==> config.mk <==
export PLATFORM = sky130hd
export DESIGN_NAME = utf8_stream_decoder
export DESIGN_NICKNAME = d
export VERILOG_FILES = /design/src/utf8d_pkg.sv /design/src/utf8d_in.sv /design/src/utf8d_dec.sv /design/src/utf8d_out.sv /design/src/utf8_stream_decoder.sv
export SDC_FILE = /design/constraint.sdc
export NUM_CORES = 1
export LEC_CHECK = 0
export BUFFER_PORTS_ARGS = -buffer_cell sky130_fd_sc_hd__clkbuf_2
export CAP_MARGIN = 20
export CORE_MARGIN = 2
export CORE_UTILIZATION = 25
export CTS_CLUSTER_DIAMETER = 120
export CTS_CLUSTER_SIZE = 25
export DETAILED_ROUTE_END_ITERATION = 8
export GPL_ROUTABILITY_DRIVEN = 0
export GPL_TIMING_DRIVEN = 0
export PLACE_DENSITY = 0.52
export SYNTH_ARGS = -nofsm -noshare
export SYNTH_HDL_FRONTEND = slang
export SYNTH_SLANG_ARGS = --single-unit
==> constraint.sdc <==
create_clock -name clk -period 4.72 [get_ports clk]
set_clock_uncertainty 0.05 [all_clocks]
set_input_delay 1.18 -clock clk [delete_from_list [all_inputs] [get_ports clk]]
set_output_delay 1.18 -clock clk [all_outputs]
set_load 0.02 [all_outputs]
==> src/utf8d_pkg.sv <==
// ----------------------------------------------------------------------------
// utf8d_pkg
// shared types and constants of the utf-8 stream decoder
// ----------------------------------------------------------------------------
package utf8d_pkg;

	localparam int INDEX_BITS_DEF = 24;
	localparam int CODE_POINT_W   = 21;
	localparam int CHAR_INDEX_W   = 24;
	localparam int PARTIAL_W      = 15;
	localparam int IN_TDATA_W     = 8;
	localparam int OUT_TDATA_W    = 48;

	localparam logic [CODE_POINT_W-1:0] REPLACEMENT_CHAR = 21'h00FFFD;
	localparam logic [CODE_POINT_W-1:0] MAX_SCALAR       = 21'h10FFFF;
	localparam logic [CODE_POINT_W-1:0] SURROGATE_LO     = 21'h00D800;
	localparam logic [CODE_POINT_W-1:0] SURROGATE_HI     = 21'h00DFFF;

	typedef enum logic [2:0] {
		PH_ACCEPT = 3'd0,
		PH_ONE    = 3'd1,
		PH_TWO    = 3'd2,
		PH_E0     = 3'd3,
		PH_ED     = 3'd4,
		PH_THREE  = 3'd5,
		PH_F0     = 3'd6,
		PH_F4     = 3'd7
	} phase_t;

	typedef struct packed {
		logic       end_of_string;
		logic [7:0] data_byte;
	} byte_item_t;

	typedef struct packed {
		logic                    last_of_string;
		logic                    was_replaced;
		logic [CHAR_INDEX_W-1:0] char_index;
		logic [CODE_POINT_W-1:0] code_point;
	} result_t;

endpackage

==> src/utf8d_in.sv <==
// ----------------------------------------------------------------------------
// utf8d_in
// input register stage holding one accepted byte
// ----------------------------------------------------------------------------
module utf8d_in
	import utf8d_pkg::*;
(
	input  logic                  clk,
	input  logic                  arst_n,
	input  logic                  s_axis_tvalid,
	output logic                  s_axis_tready,
	input  logic [IN_TDATA_W-1:0] s_axis_tdata,
	input  logic                  s_axis_tlast,
	input  logic                  adv,
	output logic                  valid_s1,
	output byte_item_t            item_s1
);

	assign s_axis_tready = !valid_s1 || adv;

	always_ff @(posedge clk or negedge arst_n) begin
		if (!arst_n) begin
			valid_s1 <= 1'b0;
		end else if (s_axis_tready) begin
			valid_s1 <= s_axis_tvalid;
		end
	end

	always_ff @(posedge clk) begin
		if (s_axis_tready && s_axis_tvalid) begin
			item_s1.data_byte     <= s_axis_tdata;
			item_s1.end_of_string <= s_axis_tlast;
		end
	end

endmodule

==> src/utf8d_dec.sv <==
// ----------------------------------------------------------------------------
// utf8d_dec
// validating decode of one byte against the pending sequence state
// ----------------------------------------------------------------------------
module utf8d_dec
	import utf8d_pkg::*;
#(
	parameter int INDEX_BITS = INDEX_BITS_DEF
)
(
	input  logic       clk,
	input  logic       arst_n,
	input  logic       adv,
	input  byte_item_t item_s1,
	output logic       emit,
	output result_t    res
);

	phase_t                  phase_q, nxt_phase;
	logic [PARTIAL_W-1:0]    partial_q, nxt_partial;
	logic [INDEX_BITS-1:0]   cnt_q;
	logic [CHAR_INDEX_W-1:0] idx_ext;
	logic [CODE_POINT_W-1:0] cont_val;
	logic [CODE_POINT_W-1:0] cp;
	logic [7:0]              lo, hi;
	logic [7:0]              b;
	logic                    bad;
	logic                    last;

	assign b        = item_s1.data_byte;
	assign last     = item_s1.end_of_string;
	assign cont_val = {partial_q, b[5:0]};

	if (INDEX_BITS >= CHAR_INDEX_W) begin : g_idx_trunc
		assign idx_ext = cnt_q[CHAR_INDEX_W-1:0];
	end else begin : g_idx_ext
		assign idx_ext = {{(CHAR_INDEX_W-INDEX_BITS){1'b0}}, cnt_q};
	end

	always_comb begin
		lo = 8'h80;
		hi = 8'hBF;
		case (phase_q)
			PH_E0: lo = 8'hA0;
			PH_ED: hi = 8'h9F;
			PH_F0: lo = 8'h90;
			PH_F4: hi = 8'h8F;
			default: ;
		endcase
	end

	always_comb begin
		nxt_phase   = phase_q;
		nxt_partial = partial_q;
		emit        = 1'b0;
		bad         = 1'b0;
		cp          = '0;
		if (phase_q == PH_ACCEPT) begin
			if (b < 8'h80) begin
				cp   = {13'd0, b};
				emit = 1'b1;
			end else if (b inside {[8'hC2:8'hDF]}) begin
				nxt_partial = {10'd0, b[4:0]};
				nxt_phase   = PH_ONE;
			end else if (b inside {[8'hE0:8'hEF]}) begin
				nxt_partial = {11'd0, b[3:0]};
				nxt_phase   = (b == 8'hE0) ? PH_E0 : (b == 8'hED) ? PH_ED : PH_TWO;
			end else if (b inside {[8'hF0:8'hF4]}) begin
				nxt_partial = {12'd0, b[2:0]};
				nxt_phase   = (b == 8'hF0) ? PH_F0 : (b == 8'hF4) ? PH_F4 : PH_THREE;
			end else begin
				bad = 1'b1;
			end
		end else if (b < lo || b > hi) begin
			bad = 1'b1;
		end else if (phase_q == PH_ONE) begin
			cp   = cont_val;
			emit = 1'b1;
		end else begin
			nxt_partial = cont_val[PARTIAL_W-1:0];
			nxt_phase   = (phase_q == PH_THREE || phase_q == PH_F0 || phase_q == PH_F4)
				? PH_TWO : PH_ONE;
		end

		if (bad) begin
			cp   = REPLACEMENT_CHAR;
			emit = 1'b1;
		end
		if (last && !emit) begin
			cp   = REPLACEMENT_CHAR;
			bad  = 1'b1;
			emit = 1'b1;
		end
		if (emit) begin
			nxt_phase   = PH_ACCEPT;
			nxt_partial = '0;
		end

		res.code_point     = cp;
		res.char_index     = idx_ext;
		res.was_replaced   = bad;
		res.last_of_string = last;
	end

	always_ff @(posedge clk or negedge arst_n) begin
		if (!arst_n) begin
			phase_q   <= PH_ACCEPT;
			partial_q <= '0;
			cnt_q     <= '0;
		end else if (adv) begin
			phase_q   <= nxt_phase;
			partial_q <= nxt_partial;
			if (emit) begin
				if (last) begin
					cnt_q <= '0;
				end else if (cnt_q != {INDEX_BITS{1'b1}}) begin
					cnt_q <= cnt_q + 1'b1;
				end
			end
		end
	end

`ifndef NO_ASSERTIONS
	a_last_emits: assert property (@(posedge clk) disable iff (!arst_n)
		adv && last |-> emit)
		else $error("final byte produced no result");

	a_last_clears: assert property (@(posedge clk) disable iff (!arst_n)
		adv && last |=> phase_q == PH_ACCEPT && cnt_q == '0 && partial_q == '0)
		else $error("state not cleared after final byte");

	a_valid_scalar: assert property (@(posedge clk) disable iff (!arst_n)
		adv && emit && !bad |-> cp <= MAX_SCALAR && (cp < SURROGATE_LO || cp > SURROGATE_HI))
		else $error("accepted sequence decoded to a non-scalar value");
`endif

endmodule

==> src/utf8d_out.sv <==
// ----------------------------------------------------------------------------
// utf8d_out
// result register toward the output stream
// ----------------------------------------------------------------------------
module utf8d_out
	import utf8d_pkg::*;
(
	input  logic                   clk,
	input  logic                   arst_n,
	input  logic                   valid_s1,
	input  logic                   emit,
	input  result_t                res,
	output logic                   adv,
	output logic                   m_axis_tvalid,
	input  logic                   m_axis_tready,
	output logic [OUT_TDATA_W-1:0] m_axis_tdata,
	output logic                   m_axis_tuser,
	output logic                   m_axis_tlast
);

	result_t res_q;
	logic    load;

	assign adv  = valid_s1 && (!m_axis_tvalid || m_axis_tready);
	assign load = adv && emit;

	always_ff @(posedge clk or negedge arst_n) begin
		if (!arst_n) begin
			m_axis_tvalid <= 1'b0;
		end else if (load) begin
			m_axis_tvalid <= 1'b1;
		end else if (m_axis_tready) begin
			m_axis_tvalid <= 1'b0;
		end
	end

	always_ff @(posedge clk) begin
		if (load) begin
			res_q <= res;
		end
	end

	assign m_axis_tdata = {{(OUT_TDATA_W-CODE_POINT_W-CHAR_INDEX_W){1'b0}},
		res_q.char_index, res_q.code_point};
	assign m_axis_tuser = res_q.was_replaced;
	assign m_axis_tlast = res_q.last_of_string;

endmodule

==> src/utf8_stream_decoder.sv <==
// ----------------------------------------------------------------------------
// utf8_stream_decoder
// strict utf-8 byte stream decoder emitting code points with their index
// ----------------------------------------------------------------------------
// input stream: one byte per beat in s_axis_tdata, s_axis_tlast marks the
// final byte of a string. output stream: one beat per completed code point,
// per rejected byte and per string that ends mid-sequence; m_axis_tuser
// flags a replacement character and m_axis_tlast is set on the beat caused
// by the final byte.
// a byte is taken into an input register, decoded against the pending
// sequence state in one pass and the result is loaded into the output
// register once that register is free or being read out.
// throughput is one byte per cycle while m_axis_tready stays high; the
// decode stage updates its sequence state as each byte is taken.
// reset returns the decoder to the accept state with the index at zero and
// empties both registers.
// when the receiver stalls with a result held, the input register keeps its
// byte, also one that produces no result, and s_axis_tready drops once it is
// full.
// ----------------------------------------------------------------------------
module utf8_stream_decoder
	import utf8d_pkg::*;
#(
	parameter int INDEX_BITS = INDEX_BITS_DEF
)
(
	input  logic                   clk,
	input  logic                   arst_n,
	input  logic                   s_axis_tvalid,
	output logic                   s_axis_tready,
	input  logic [IN_TDATA_W-1:0]  s_axis_tdata,   // data_byte
	input  logic                   s_axis_tlast,
	output logic                   m_axis_tvalid,
	input  logic                   m_axis_tready,
	output logic [OUT_TDATA_W-1:0] m_axis_tdata,   // code_point, char_index
	output logic                   m_axis_tuser,   // was_replaced
	output logic                   m_axis_tlast
);

	byte_item_t item_s1;
	result_t    res;
	logic       valid_s1;
	logic       adv;
	logic       emit;

	utf8d_in u_in (
		.clk           (clk),
		.arst_n        (arst_n),
		.s_axis_tvalid (s_axis_tvalid),
		.s_axis_tready (s_axis_tready),
		.s_axis_tdata  (s_axis_tdata),
		.s_axis_tlast  (s_axis_tlast),
		.adv           (adv),
		.valid_s1      (valid_s1),
		.item_s1       (item_s1)
	);

	utf8d_dec #(
		.INDEX_BITS (INDEX_BITS)
	) u_dec (
		.clk     (clk),
		.arst_n  (arst_n),
		.adv     (adv),
		.item_s1 (item_s1),
		.emit    (emit),
		.res     (res)
	);

	utf8d_out u_out (
		.clk           (clk),
		.arst_n        (arst_n),
		.valid_s1      (valid_s1),
		.emit          (emit),
		.res           (res),
		.adv           (adv),
		.m_axis_tvalid (m_axis_tvalid),
		.m_axis_tready (m_axis_tready),
		.m_axis_tdata  (m_axis_tdata),
		.m_axis_tuser  (m_axis_tuser),
		.m_axis_tlast  (m_axis_tlast)
	);

endmodule
### Word-level counts from Yosys, hierarchy flattened

Cells that the tools add are included.
W data, S select, Z words.

* add/subtract/negate cells: 1
* order comparisons: 9
* eq/ne operators: 15
* multiplexer cells: 43
* reduce and logical (&&, ||, !) cells: 21

Operators with widths (count)
* $mux W15: 8
* $mux W21: 3
* $mux W24: 2
* $mux W3: 11
* $eq A8 B8 Y1 const B: 4
* $add A24 B1 Y24 const B: 1
* $ge A8 B8 Y1 const B: 3
* $le A8 B8 Y1 const B: 3
* $ne A24 B24 Y1 const B: 1
* $pmux W6 S2: 2
* $mux W1: 14
* $eq A3 B3 Y1 const B: 4
* $gt A8 B8 Y1: 1
* $lt A8 B8 Y1: 1
* $lt A8 B8 Y1 const B: 1
* $mux W8: 1
* $logic_and A1 B1 Y1: 7
* $ne A3 B1 Y1 const B: 2
* $logic_or A1 B1 Y1: 5
* $ne A5 B4 Y1 const B: 1
* $reduce_and A5 Y1: 1
* $mux W2: 2
* $reduce_bool A2 Y1: 2
* $eq A3 B1 Y1 const B: 1
* other kinds (6): 8

* flip-flop bits (word level): 100
* bits of input ports: 13
* output and inout port bits: 52
* logic and storage cells: 100

### Depth between registers and ports, before layout

Gate-level depths: netlist of run 1.

* word-level depth: 13
* mapped depth: 12
* gate-level depth less buffers: 9

### Modules after synthesis

Synthesis of run 1 repeated with hierarchy kept, for this count alone.

* cells, all modules: 359
* area, all modules: 4470.5 um^2

Modules (own cells, without submodules)
* utf8d_dec: instances 1, cells an instance 289, area each 2640.0 um^2, sequential area each 1051.0 um^2
* utf8d_out: instances 1, cells an instance 57, area each 1506.4 um^2, sequential area each 1436.4 um^2
* utf8d_in: instances 1, cells an instance 13, area each 324.1 um^2, sequential area each 295.3 um^2

### Least setup slack after synthesis of run 1

OpenSTA, ideal clock, no wires.

* kind: register -> register
* from: reg u_dec.phase_q[0]
* to: reg u_out.res_q, in the netlist u_out.m_axis_tdata[0], enable pin
* library setup time: 0.477 ns
* arrival time: 3.263 ns
* data required time: 4.193 ns
* slack: 0.930 ns
* stages on the path, launching flop included: 10
* buffers on the path: 1
* clock period less this slack: 3.790 ns
* cell sequence: dfrtp_1 -> clkbuf_1 -> nor2b_1 -> nor3b_1 -> ha_1 -> a221oi_1 -> a41oi_1 -> o32a_1 -> o31ai_1 -> inv_1

* longest elaborated chain between the ends: 11
* elaborated cells between the ends (all ways): 21
* classes of those cells: order compare: 2; eq/ne: 5; mux: 9; reduce/logical: 5

Ends and longest elaborated chain
* start: declaration: line utf8d_dec.sv:19 `phase_t phase_q, nxt_phase;`
* start signal: assignment: line utf8d_dec.sv:111 `phase_q <= nxt_phase;`
* $eq A3 B3 Y1 or $eq A3 B2 Y1 (tied branches): line utf8d_dec.sv:43 `case (phase_q)`
* $pmux W6 S2: line utf8d_dec.sv:43
* $lt A8 B8 Y1 or $gt A8 B8 Y1 (tied branches): line utf8d_dec.sv:74 `end else if (b < lo || b > hi) begin`
* $logic_or A1 B1 Y1: line utf8d_dec.sv:74
* $mux W1: line utf8d_dec.sv:74
* $mux W1: line utf8d_dec.sv:58 `if (phase_q == PH_ACCEPT) begin`
* $mux W1 (*): line utf8d_dec.sv:85 `if (bad) begin`
* $logic_not A1 Y1: line utf8d_dec.sv:89 `if (last && !emit) begin`
* $logic_and A1 B1 Y1: line utf8d_dec.sv:89
* $mux W1 (*): line utf8d_dec.sv:89
* $logic_and A1 B1 Y1 (*): line utf8d_out.sv:25 `assign load = adv && emit;`
* named net u_out.load: line utf8d_out.sv:22 `logic load;`
* end signal: assignment: line utf8d_out.sv:39 `res_q <= res;`
* end: declaration: line utf8d_out.sv:21 `result_t res_q;`

The timed path passes the listed nets; every way through them passes the cells marked *.
A chain may end at the register's enable or synchronous reset.

### Final worst setup path of run 1

* from: reg u_dec.phase_q[0]
* to: reg u_out.res_q, in the netlist u_out.m_axis_tdata[14], data pin

* longest elaborated chain between the ends: 10
* elaborated cells between the ends (all ways): 23
* classes of those cells: order compare: 2; eq/ne: 5; mux: 11; reduce/logical: 5

Ends and longest elaborated chain (line)
* $eq A3 B3 Y1 or $eq A3 B2 Y1 (tied branches): utf8d_dec.sv:43
* $pmux W6 S2: utf8d_dec.sv:43
* $lt A8 B8 Y1 or $gt A8 B8 Y1 (tied branches): utf8d_dec.sv:74
* $logic_or A1 B1 Y1: utf8d_dec.sv:74
* $mux W1: utf8d_dec.sv:74
* $mux W1: utf8d_dec.sv:58
* $mux W1: utf8d_dec.sv:85
* $logic_not A1 Y1: utf8d_dec.sv:89
* $logic_and A1 B1 Y1: utf8d_dec.sv:89
* $reduce_or A2 Y1 (no line)

Parallel ways exist; a longest one is shown, timed or not.

==> results of run 1 <==
==> layer usage <==
layer	vias to the layer above	global-route usage	wire, um
met5	-	0	0
met4	0	0.0509	192
met3	15	0.0295	639
met2	100	0.168	4580
met1	1571	0.166	4970
li1	1517	-	-
==> logic make-up (layout without fill, tap and decap cells) <==
kind of cell             count (synthesis)  in the layout
AO/OA/AOI/OAI                          107            107
AND/OR/NAND/NOR                        105            105
flip-flops                             100            100
buffers and inverters                   29            109
adder cells (fa/ha/maj)                  4              4
other                                    1              3
XOR/XNOR                                 1              1
multiplexers                             1              1
==> metrics by stage <==
step                worst slack, ns  total power, mW  TNS [ns]  area [um2]  hold slack (ns)
finish                        0.824             2.87         0        5300            0.446
global route                  0.407             3.03         0        5300            0.459
CTS                           0.832             2.92         0        5300            0.453
detailed placement            0.876             2.19         0        5010            0.437
global placement             -0.261             2.15    -12.19        4960            0.434
floorplan                     0.930             1.85         0        4380            0.415
==> layout make-up <==
cell class / count / area share
flip-flops and latches: 100 / 0.525
multi-input cells: 221 / 0.278
repair buffers: 64 / 0.0661
well taps: 225 / 0.0531
clock buffers: 12 / 0.0484
plain buffers: 21 / 0.0177
clock inverters: 4 / 0.00614
inverters: 8 / 0.00567
==> layout by cell type, fill, tap and decap left out, types with 11 or more instances in the layout <==
cell type	netlist	layout
sky130_fd_sc_hd__a21o_1	14	14
sky130_fd_sc_hd__a22o_1	14	14
sky130_fd_sc_hd__clkbuf_1	14	15
sky130_fd_sc_hd__clkbuf_2	0	61
sky130_fd_sc_hd__dfrtp_1	44	44
sky130_fd_sc_hd__edfxtp_1	56	56
sky130_fd_sc_hd__nand2_1	21	21
sky130_fd_sc_hd__nand3_1	11	11
sky130_fd_sc_hd__nor2_1	14	14
sky130_fd_sc_hd__o21ai_0	15	15
sky130_fd_sc_hd__o31ai_1	24	24
==> registers in the layout, summed over array words and instances (netlist names) <==
| signal | cells |
|---|---|
| u_out.m_axis_tdata | 45 |
| u_dec.cnt_q | 24 |
| u_dec.partial_q | 15 |
| u_in.item_s1 | 9 |
| u_dec.phase_q | 3 |
| u_in.valid_s1 | 1 |
| u_out.m_axis_tlast | 1 |
| u_out.m_axis_tuser | 1 |
| u_out.m_axis_tvalid | 1 |
==> critical path, stage by stage, from the launching register on <==
cell                       delay (ns)
sky130_fd_sc_hd__dfrtp_1         0.32
sky130_fd_sc_hd__clkbuf_1        0.30
sky130_fd_sc_hd__nor2b_1         0.14
sky130_fd_sc_hd__nor3b_1         0.23
sky130_fd_sc_hd__ha_1            0.28
sky130_fd_sc_hd__a221oi_1        0.28
sky130_fd_sc_hd__a41oi_1         0.15
sky130_fd_sc_hd__o21ai_1         0.73
sky130_fd_sc_hd__o22ai_1         0.17
sky130_fd_sc_hd__or2_2           0.30
sky130_fd_sc_hd__clkbuf_1        0.20
sky130_fd_sc_hd__clkbuf_1        0.28
sky130_fd_sc_hd__a21o_1          0.22
==> final timing paths <==
path / cells past startpoint / start / to
min in group asynchronous: 1 / arst_n / u_dec.cnt_q[11]
worst min-delay path: 1 / u_dec.partial_q[10] / u_dec.partial_q[10]
worst max register to register: 12 / u_dec.phase_q[0] / u_out.m_axis_tdata[14]
max in group asynchronous: 2 / arst_n / u_dec.partial_q[3]
worst min register to register: 1 / u_dec.partial_q[10] / u_dec.partial_q[10]
worst max-delay path: 12 / u_dec.phase_q[0] / u_out.m_axis_tdata[14]
==> where the power goes <==
part | internal (mW) | switching, mW | leakage, nW
Combinational | 0.272 | 0.610 | 0.848
Clock | 0.390 | 0.328 | 0.135
Sequential | 1.18 | 0.0864 | 1.15
==> load_flow_metrics.sql, run 1 <==
INSERT INTO impl_metrics (metric_group, metric, value, unit) VALUES
('place', 'number_of_buffers_inserted_by_port_buffering', '61', ''),
('clocking', 'clock_path_buffers', '2', ''),
('clocking', 'cts_root_buf', 'sky130_fd_sc_hd__clkbuf_16', ''),
('power_and_ir_drop', 'maximum_ir_drop_on_the_vdd_rail', '0.184', 'mV'),
('floorplan', 'floorplan.initialDensity', '0.254', ''),
('clocking', 'cts.repair_timing.setup_buffer_count', '0', ''),
('logic_synthesis', 'synth_async_sr_flop_share', '0.440', ''),
('logic_synthesis', 'netlist-cell-type-count', '55', ''),
('logic_synthesis', 'synth_flop_cell', 'sky130_fd_sc_hd__edfxtp_1', ''),
('timing', 'rsz_0062_raised_after_global_routing', 'no', ''),
('logic_synthesis', 'postSynthCellCount', '348', ''),
('global_route', 'first_pass_grt_wire_length', '16700', 'um'),
('status', 'status', 'finished clean', ''),
('route', 'routed-via-count', '3203', ''),
('cells_and_area', 'share_of_final_layout_standard_cells_stronger_than_drive_strength_1', '0.214', ''),
('clocking', 'post_cts_hold_buffer_count', '0', ''),
('worst_setup_path', 'worst-endpoint-required', '4.78', 'ns'),
('logic_synthesis', 'yosysWarningCount', '0', ''),
('timing', 'min_period_over_period', '0.825', ''),
('route', 'drc_violation_count_after_routing', '0', ''),
('logic_synthesis', 'share_of_the_synthesized_netlist_area_taken_by_xor_and_xnor_gates', '0.00200', ''),
('cells_and_area', 'antenna_cells', '0', ''),
('worst_setup_path', 'critPathKind', 'flip-flop to flip-flop', ''),
('place', 'dpl.hpwl', '7150', 'um'),
('logic_synthesis', 'post_synthesis_average_cell_area', '12.6', 'um2'),
('logic_synthesis', 'yosys.cell_count.top_type', 'sky130_fd_sc_hd__edfxtp_1', ''),
('logic_synthesis', 'synth_top_cell_area_share', '0.385', ''),
('global_route', 'antenna_found_initial', '0', ''),
('logic_synthesis', 'synth_top_family_by_area', 'compound AO/OA/AOI/OAI gates', ''),
('clocking', 'clk_pin_slew_worst_paths', '0.07', 'ns'),
('floorplan', 'die_area', '18600', 'um2'),
('global_route', 'grt_max_degree', '34', ''),
('floorplan', 'chipHeight', '136', 'um'),
('clocking', 'number_of_levels_the_h_tree_was_split_into', '3', ''),
('job', 'drv_cap', '0', ''),
('route', 'wl', '10400', 'um'),
('logic_synthesis', 'synth-seq-cells', '100', ''),
('logic_synthesis', 'synthSimpleGateAreaFrac', '0.138', ''),
('floorplan', 'num_rows', '48', ''),
('worst_setup_path', 'endpoint_kind', 'flip-flop', ''),
('power_and_ir_drop', 'leakage', '2.13', 'nW'),
('hold_path', 'hold_class', 'flip-flop to flip-flop', ''),
('logic_synthesis', 'post_synth_fa_ha_maj_area_fraction', '0.0115', ''),
('route', 'antenna_violating_nets_left', '0', ''),
('timing', 'setup_viol_count_final', '0', ''),
('timing', 'timing_max_transition_violations_final', '0', ''),
('cells_and_area', 'finalCoreUtilization', '0.308', ''),
('cells_and_area', 'area_delta_synth_final', '21.2', '%'),
('logic_synthesis', 'yosys-top-cells-area', 'sky130_fd_sc_hd__edfxtp_1, sky130_fd_sc_hd__dfrtp_1, sky130_fd_sc_hd__o31ai_1, sky130_fd_sc_hd__a22o_1, sky130_fd_sc_hd__a21o_1', ''),
('timing', 'slew_headroom', '0.351', ''),
('logic_synthesis', 'synth_compound_gate_area_share', '0.180', ''),
('cells_and_area', 'final_cell_count_no_fill', '655', ''),
('floorplan', 'core_area', '17200', 'um2'),
('cells_and_area', 'final.fill_count', '1779', ''),
('timing', 'final_number_of_hold_violating_endpoints', '0', ''),
('worst_setup_path', 'start_kind', 'flip-flop', ''),
('clocking', 'clock-sinks', '100', ''),
('power_and_ir_drop', 'power-per-cell-area', '541', 'nW/um2'),
('logic_synthesis', 'synth_area', '4370', 'um2'),
('timing', 'post-route-min-period', '3.90', 'ns'),
('clocking', 'worst_skew_pair.late_latency', '0.35', 'ns'),
('logic_synthesis', 'synth.largest_area_cell', 'sky130_fd_sc_hd__edfxtp_1', ''),
('cells_and_area', 'final-seq-area', '2780', 'um2'),
('worst_setup_path', 'critPathMaxFanout', '10', ''),
('cells_and_area', 'multiInputGateArea', '1470', 'um2'),
('route', 'vias_per_instance', '4.89', ''),
('timing', 'highest_clock_rate', '257', 'MHz'),
('timing', 'tightestPinTransition', '0.965', 'ns'),
('logic_synthesis', 'synth-edff-count', '56', ''),
('route', 'avgRoutedWirePerCell', '15.8', 'um'),
('clocking', 'cts_repair_resize_count', '0', '');
Note: power is estimated with default switching activity, not from simulation.
==> run 2, diff against run 1 <==
- ABC_AREA: default -> 1
- clock period: 4.72 -> 4 ns (I/O delays scaled with it)
==> run 2 against run 1 <==
Net effect: first-iteration DRC count fell by 13%; power up 13%; die area rose by 10%; largest power group unchanged.
==> load_flow_metrics.sql, run 2 <==
INSERT INTO impl_metrics (metric_group, metric, value, unit) VALUES
('cells_and_area', 'final_cell_mix', 'sky130_fd_sc_hd__nand2_1, sky130_fd_sc_hd__nor2_1, sky130_fd_sc_hd__clkbuf_2', ''),
('power_and_ir_drop', 'power-per-cell-area', '558', 'nW/um2'),
('status', 'status', 'finished clean', ''),
('cells_and_area', 'mostFrequentLayoutCell', 'sky130_fd_sc_hd__nand2_1', ''),
('power_and_ir_drop', 'leakage', '2.54', 'nW'),
('power_and_ir_drop', 'power.clock.fraction', '0.280', ''),
('cells_and_area', 'antenna_cells', '0', ''),
('worst_setup_path', 'critPathMaxFanout', '26', ''),
('power_and_ir_drop', 'seqPwrFrac', '0.441', ''),
('logic_synthesis', 'post_synth_fa_ha_maj_area_fraction', '0.0104', ''),
('power_and_ir_drop', 'sw_frac_of_total', '0.353', ''),
('place', 'dpl.hpwl', '8330', 'um'),
('logic_synthesis', 'synthSimpleGateAreaFrac', '0.296', ''),
('route', 'avgRoutedWirePerCell', '12.6', 'um'),
('route', 'routed-via-count', '3687', ''),
('logic_synthesis', 'synth_compound_gate_area_share', '0.0241', ''),
('global_route', 'grt_overflow', '0', ''),
('logic_synthesis', 'seq_area_frac_synth', '0.577', ''),
('worst_setup_path', 'critPathArrivalTime', '3.02', 'ns'),
('worst_setup_path', 'timing.critical_path.slowest_stage_cell', 'sky130_fd_sc_hd__dfrtp_1', ''),
('clocking', 'post_cts_hold_buffer_count', '0', ''),
('logic_synthesis', 'yosys-top-cells-area', 'sky130_fd_sc_hd__edfxtp_1, sky130_fd_sc_hd__dfrtp_1, sky130_fd_sc_hd__nand2_1, sky130_fd_sc_hd__nor2_1, sky130_fd_sc_hd__inv_1', ''),
('logic_synthesis', 'synth_async_sr_flop_share', '0.440', ''),
('worst_setup_path', 'endpoint_kind', 'flip-flop', ''),
('logic_synthesis', 'netlist-cell-type-count', '34', ''),
('clocking', 'clock-sinks', '100', ''),
('logic_synthesis', 'share_of_the_synthesized_netlist_area_taken_by_xor_and_xnor_gates', '0.0291', ''),
('power_and_ir_drop', 'cellInternalPower', '2.09', 'mW'),
('clocking', 'cts.repair_timing.setup_buffer_count', '0', ''),
('power_and_ir_drop', 'net_switching_power_of_the_design', '1.14', 'mW'),
('clocking', 'clk_pin_slew_worst_paths', '0.07', 'ns'),
('logic_synthesis', 'synth_flop_cell', 'sky130_fd_sc_hd__edfxtp_1', ''),
('clocking', 'number_of_levels_the_h_tree_was_split_into', '3', ''),
('worst_setup_path', 'launching_instance_or_port_of_the_critical_path', 'u_dec.phase_q[1]', ''),
('worst_setup_path', 'r2r_cells', '17', ''),
('logic_synthesis', 'post_synthesis_average_cell_area', '8.79', 'um2'),
('timing', 'post-route-min-period', '3.02', 'ns'),
('logic_synthesis', 'synth_top_cell_area_share', '0.349', ''),
('cells_and_area', 'finalCoreUtilization', '0.308', ''),
('logic_synthesis', 'synth-edff-count', '56', ''),
('job', 'drv_cap', '0', ''),
('clocking', 'worst_skew_pair.late_latency', '0.36', 'ns'),
('floorplan', 'ios', '65', ''),
('worst_setup_path', 'critPathKind', 'flip-flop to flip-flop', ''),
('worst_setup_path', 'critical_path.most_common_cell', 'sky130_fd_sc_hd__nand2_1', ''),
('worst_setup_path', 'worst_r2r_endpoint', 'u_out.m_axis_tdata[44]', ''),
('worst_setup_path', 'start_kind', 'flip-flop', ''),
('worst_setup_path', 'last_element_of_the_critical_path', 'u_out.m_axis_tdata[44]', ''),
('logic_synthesis', 'yosys.cell_count.top_type', 'sky130_fd_sc_hd__nand2_1', ''),
('timing', 'holdWs', '0.406', 'ns'),
('timing', 'final_number_of_hold_violating_endpoints', '0', ''),
('cells_and_area', 'area_delta_synth_final', '20.3', '%'),
('route', 'drt_iter0_drc', '221', ''),
('clocking', 'clock_path_buffers', '2', ''),
('clocking', 'cts_repair_resize_count', '0', ''),
('logic_synthesis', 'portion_of_netlist_area_occupied_by_mux_cells', '0', ''),
('route', 'antenna_violating_nets_left', '0', ''),
('route', 'drc_violation_count_after_routing', '0', ''),
('floorplan', 'floorplan.initialDensity', '0.256', ''),
('route', 'detail_route.first_pass.iterations', '5', ''),
('timing', 'setup_viol_count_final', '0', ''),
('cells_and_area', 'number_of_nets_at_the_end_of_the_flow', '642', ''),
('floorplan', 'core_area', '18800', 'um2'),
('global_route', 'first_global_vias', '3592', ''),
('clocking', 'tritoncts.num_buffers', '9', ''),
('timing', 'timing_max_transition_violations_final', '0', ''),
('power_and_ir_drop', 'maximum_ir_drop_on_the_vdd_rail', '0.206', 'mV'),
('power_and_ir_drop', 'report.power.total', '3.24', 'mW'),
('worst_setup_path', 'max_stage_delay', '0.41', 'ns'),
('worst_setup_path', 'setup.reg_to_reg.worst_slack', '0.98', 'ns'),
('timing', 'tightestPinTransition', '0.786', 'ns'),
('floorplan', 'die-width', '143', 'um'),
('clocking', 'cts_tree', 'yes', ''),
('worst_setup_path', 'crit_chain', 'inv_2, nand2_1, nand2_1, nor2_1, ha_1, nand2_1, nor2_1, nand2_1, nand2_1, nand4_2, nand2_1, nor2_1, nand2_2, buf_6, nand2_1, inv_2, buf_12', ''),
('floorplan', 'chipHeight', '143', 'um'),
('floorplan', 'die_area', '20400', 'um2'),
('timing', 'slew_headroom', '0.473', ''),
('worst_setup_path', 'worst-endpoint-required', '4.00', 'ns'),
('cells_and_area', 'largest_reg_flops', '45', ''),
('power_and_ir_drop', 'share_comb_of_total_power', '0.279', ''),
('logic_synthesis', 'synth-seq-cells', '100', ''),
('logic_synthesis', 'synth_area', '4820', 'um2'),
('logic_synthesis', 'yosysWarningCount', '0', ''),
('place', 'number_of_buffers_inserted_by_port_buffering', '61', ''),
('global_route', 'grtUsageTotal', '0.116', ''),
('logic_synthesis', 'synth.largest_area_cell', 'sky130_fd_sc_hd__edfxtp_1', ''),
('route', 'vias_per_instance', '4.14', ''),
('logic_synthesis', 'yosys-top-cells-count', 'sky130_fd_sc_hd__nand2_1, sky130_fd_sc_hd__nor2_1, sky130_fd_sc_hd__edfxtp_1, sky130_fd_sc_hd__inv_1, sky130_fd_sc_hd__dfrtp_1', ''),
('global_route', 'antenna_found_initial', '0', ''),
('timing', 'rsz_0062_raised_after_global_routing', 'no', ''),
('timing', 'highest_clock_rate', '331', 'MHz'),
('timing', 'min_period_over_period', '0.755', ''),
('floorplan', 'num_rows', '50', ''),
('global_route', 'first_pass_grt_wire_length', '18600', 'um'),
('worst_setup_path', 'r2r-start', 'u_dec.phase_q[1]', ''),
('clocking', 'cts_root_buf', 'sky130_fd_sc_hd__clkbuf_16', ''),
('logic_synthesis', 'synth_top_family_by_area', 'simple AND/OR/NAND/NOR gates', ''),
('cells_and_area', 'share_of_final_layout_standard_cells_stronger_than_drive_strength_1', '0.160', ''),
('hold_path', 'min_path_cells', '0', ''),
('logic_synthesis', 'postSynthCellCount', '549', ''),
('route', 'wl', '11200', 'um'),
('global_route', 'grt_max_degree', '33', ''),
('hold_path', 'hold_class', 'flip-flop to flip-flop', '');
[run 2: changes by cell type after synthesis, sizes merged, moves of 9 or more]
cell   before  now
nand2      21  186
o31ai      24    0
nand3      11   23
nand4       3   26
nor2       14   91
a22o       14    0
or4         9    0
a21o       14    0
inv         8   49
[run 2: cell families (layout without fill, tap and decap cells)]
kind of cell,count (synthesis),in the layout
compound gates,22,22
xor+xnor,16,16
fa+ha+maj,4,4
buf+inv,70,149
flops,100,100
other cells,1,3
simple gates,336,336
[run 2: how the worst min path moves through the flow]
stage	start	end	slack (ns)
4_1_cts	u_in.item_s1[8]	u_out.m_axis_tlast	0.41
2_1_floorplan	u_in.item_s1[8]	u_out.m_axis_tlast	0.37
5_1_grt	u_in.item_s1[8]	u_out.m_axis_tlast	0.43
3_5_place_dp	u_in.item_s1[8]	u_out.m_axis_tlast	0.40
6_report	u_in.item_s1[8]	u_out.m_axis_tlast	0.41
3_3_place_gp	u_in.item_s1[8]	u_out.m_axis_tlast	0.38
[run 2: final cells by class]
cell class	count	area, um2
buffer	21	116
clock buffer	11	243
clock inverter	5	57.6
fill	2032	13000
inverter	49	184
multi-input combinational	381	1750
sequential	100	2780
tap	260	325
timing repair buffer	63	345
[run 2: routing by layer]
layer,global-route usage,wire length [um],vias up
li1,-,-,1917
met1,0.164,5640,1689
met2,0.171,4810,70
met3,0.0245,564,11
met4,0.0505,201,0
met5,0,0,-
[run 2: critical path: cells and delay by family (launching register included)]
family / cells / cell delay, ns
adders and majority gates: 1 / 0.29
DFF: 1 / 0.41
buffers and inverters: 4 / 0.91
and+or+nand+nor: 12 / 1.03
[run 2: power groups by stage]
stage / Sequential [mW] / Clock (mW) / Combinational (mW)
final: 1.43 / 0.906 / 0.903
after global routing: 1.45 / 0.966 / 1.02
after CTS: 1.43 / 0.926 / 0.928
after detailed placement: 1.45 / 0 / 0.924
after global placement: 1.46 / 0 / 0.897
after floorplan: 1.63 / 0 / 0.417
[run 2: stage by stage]
step	instance area, um2	setup slack, ns	setup TNS (ns)	cells
2_1_floorplan	4830	0.911	0	551
3_3_place_gp	5460	-0.119	-5.53	872
3_5_place_dp	5500	0.707	0	874
4_1_cts	5800	0.924	0	890
5_1_grt	5800	0.591	0	890
6_report	5800	0.979	0	890
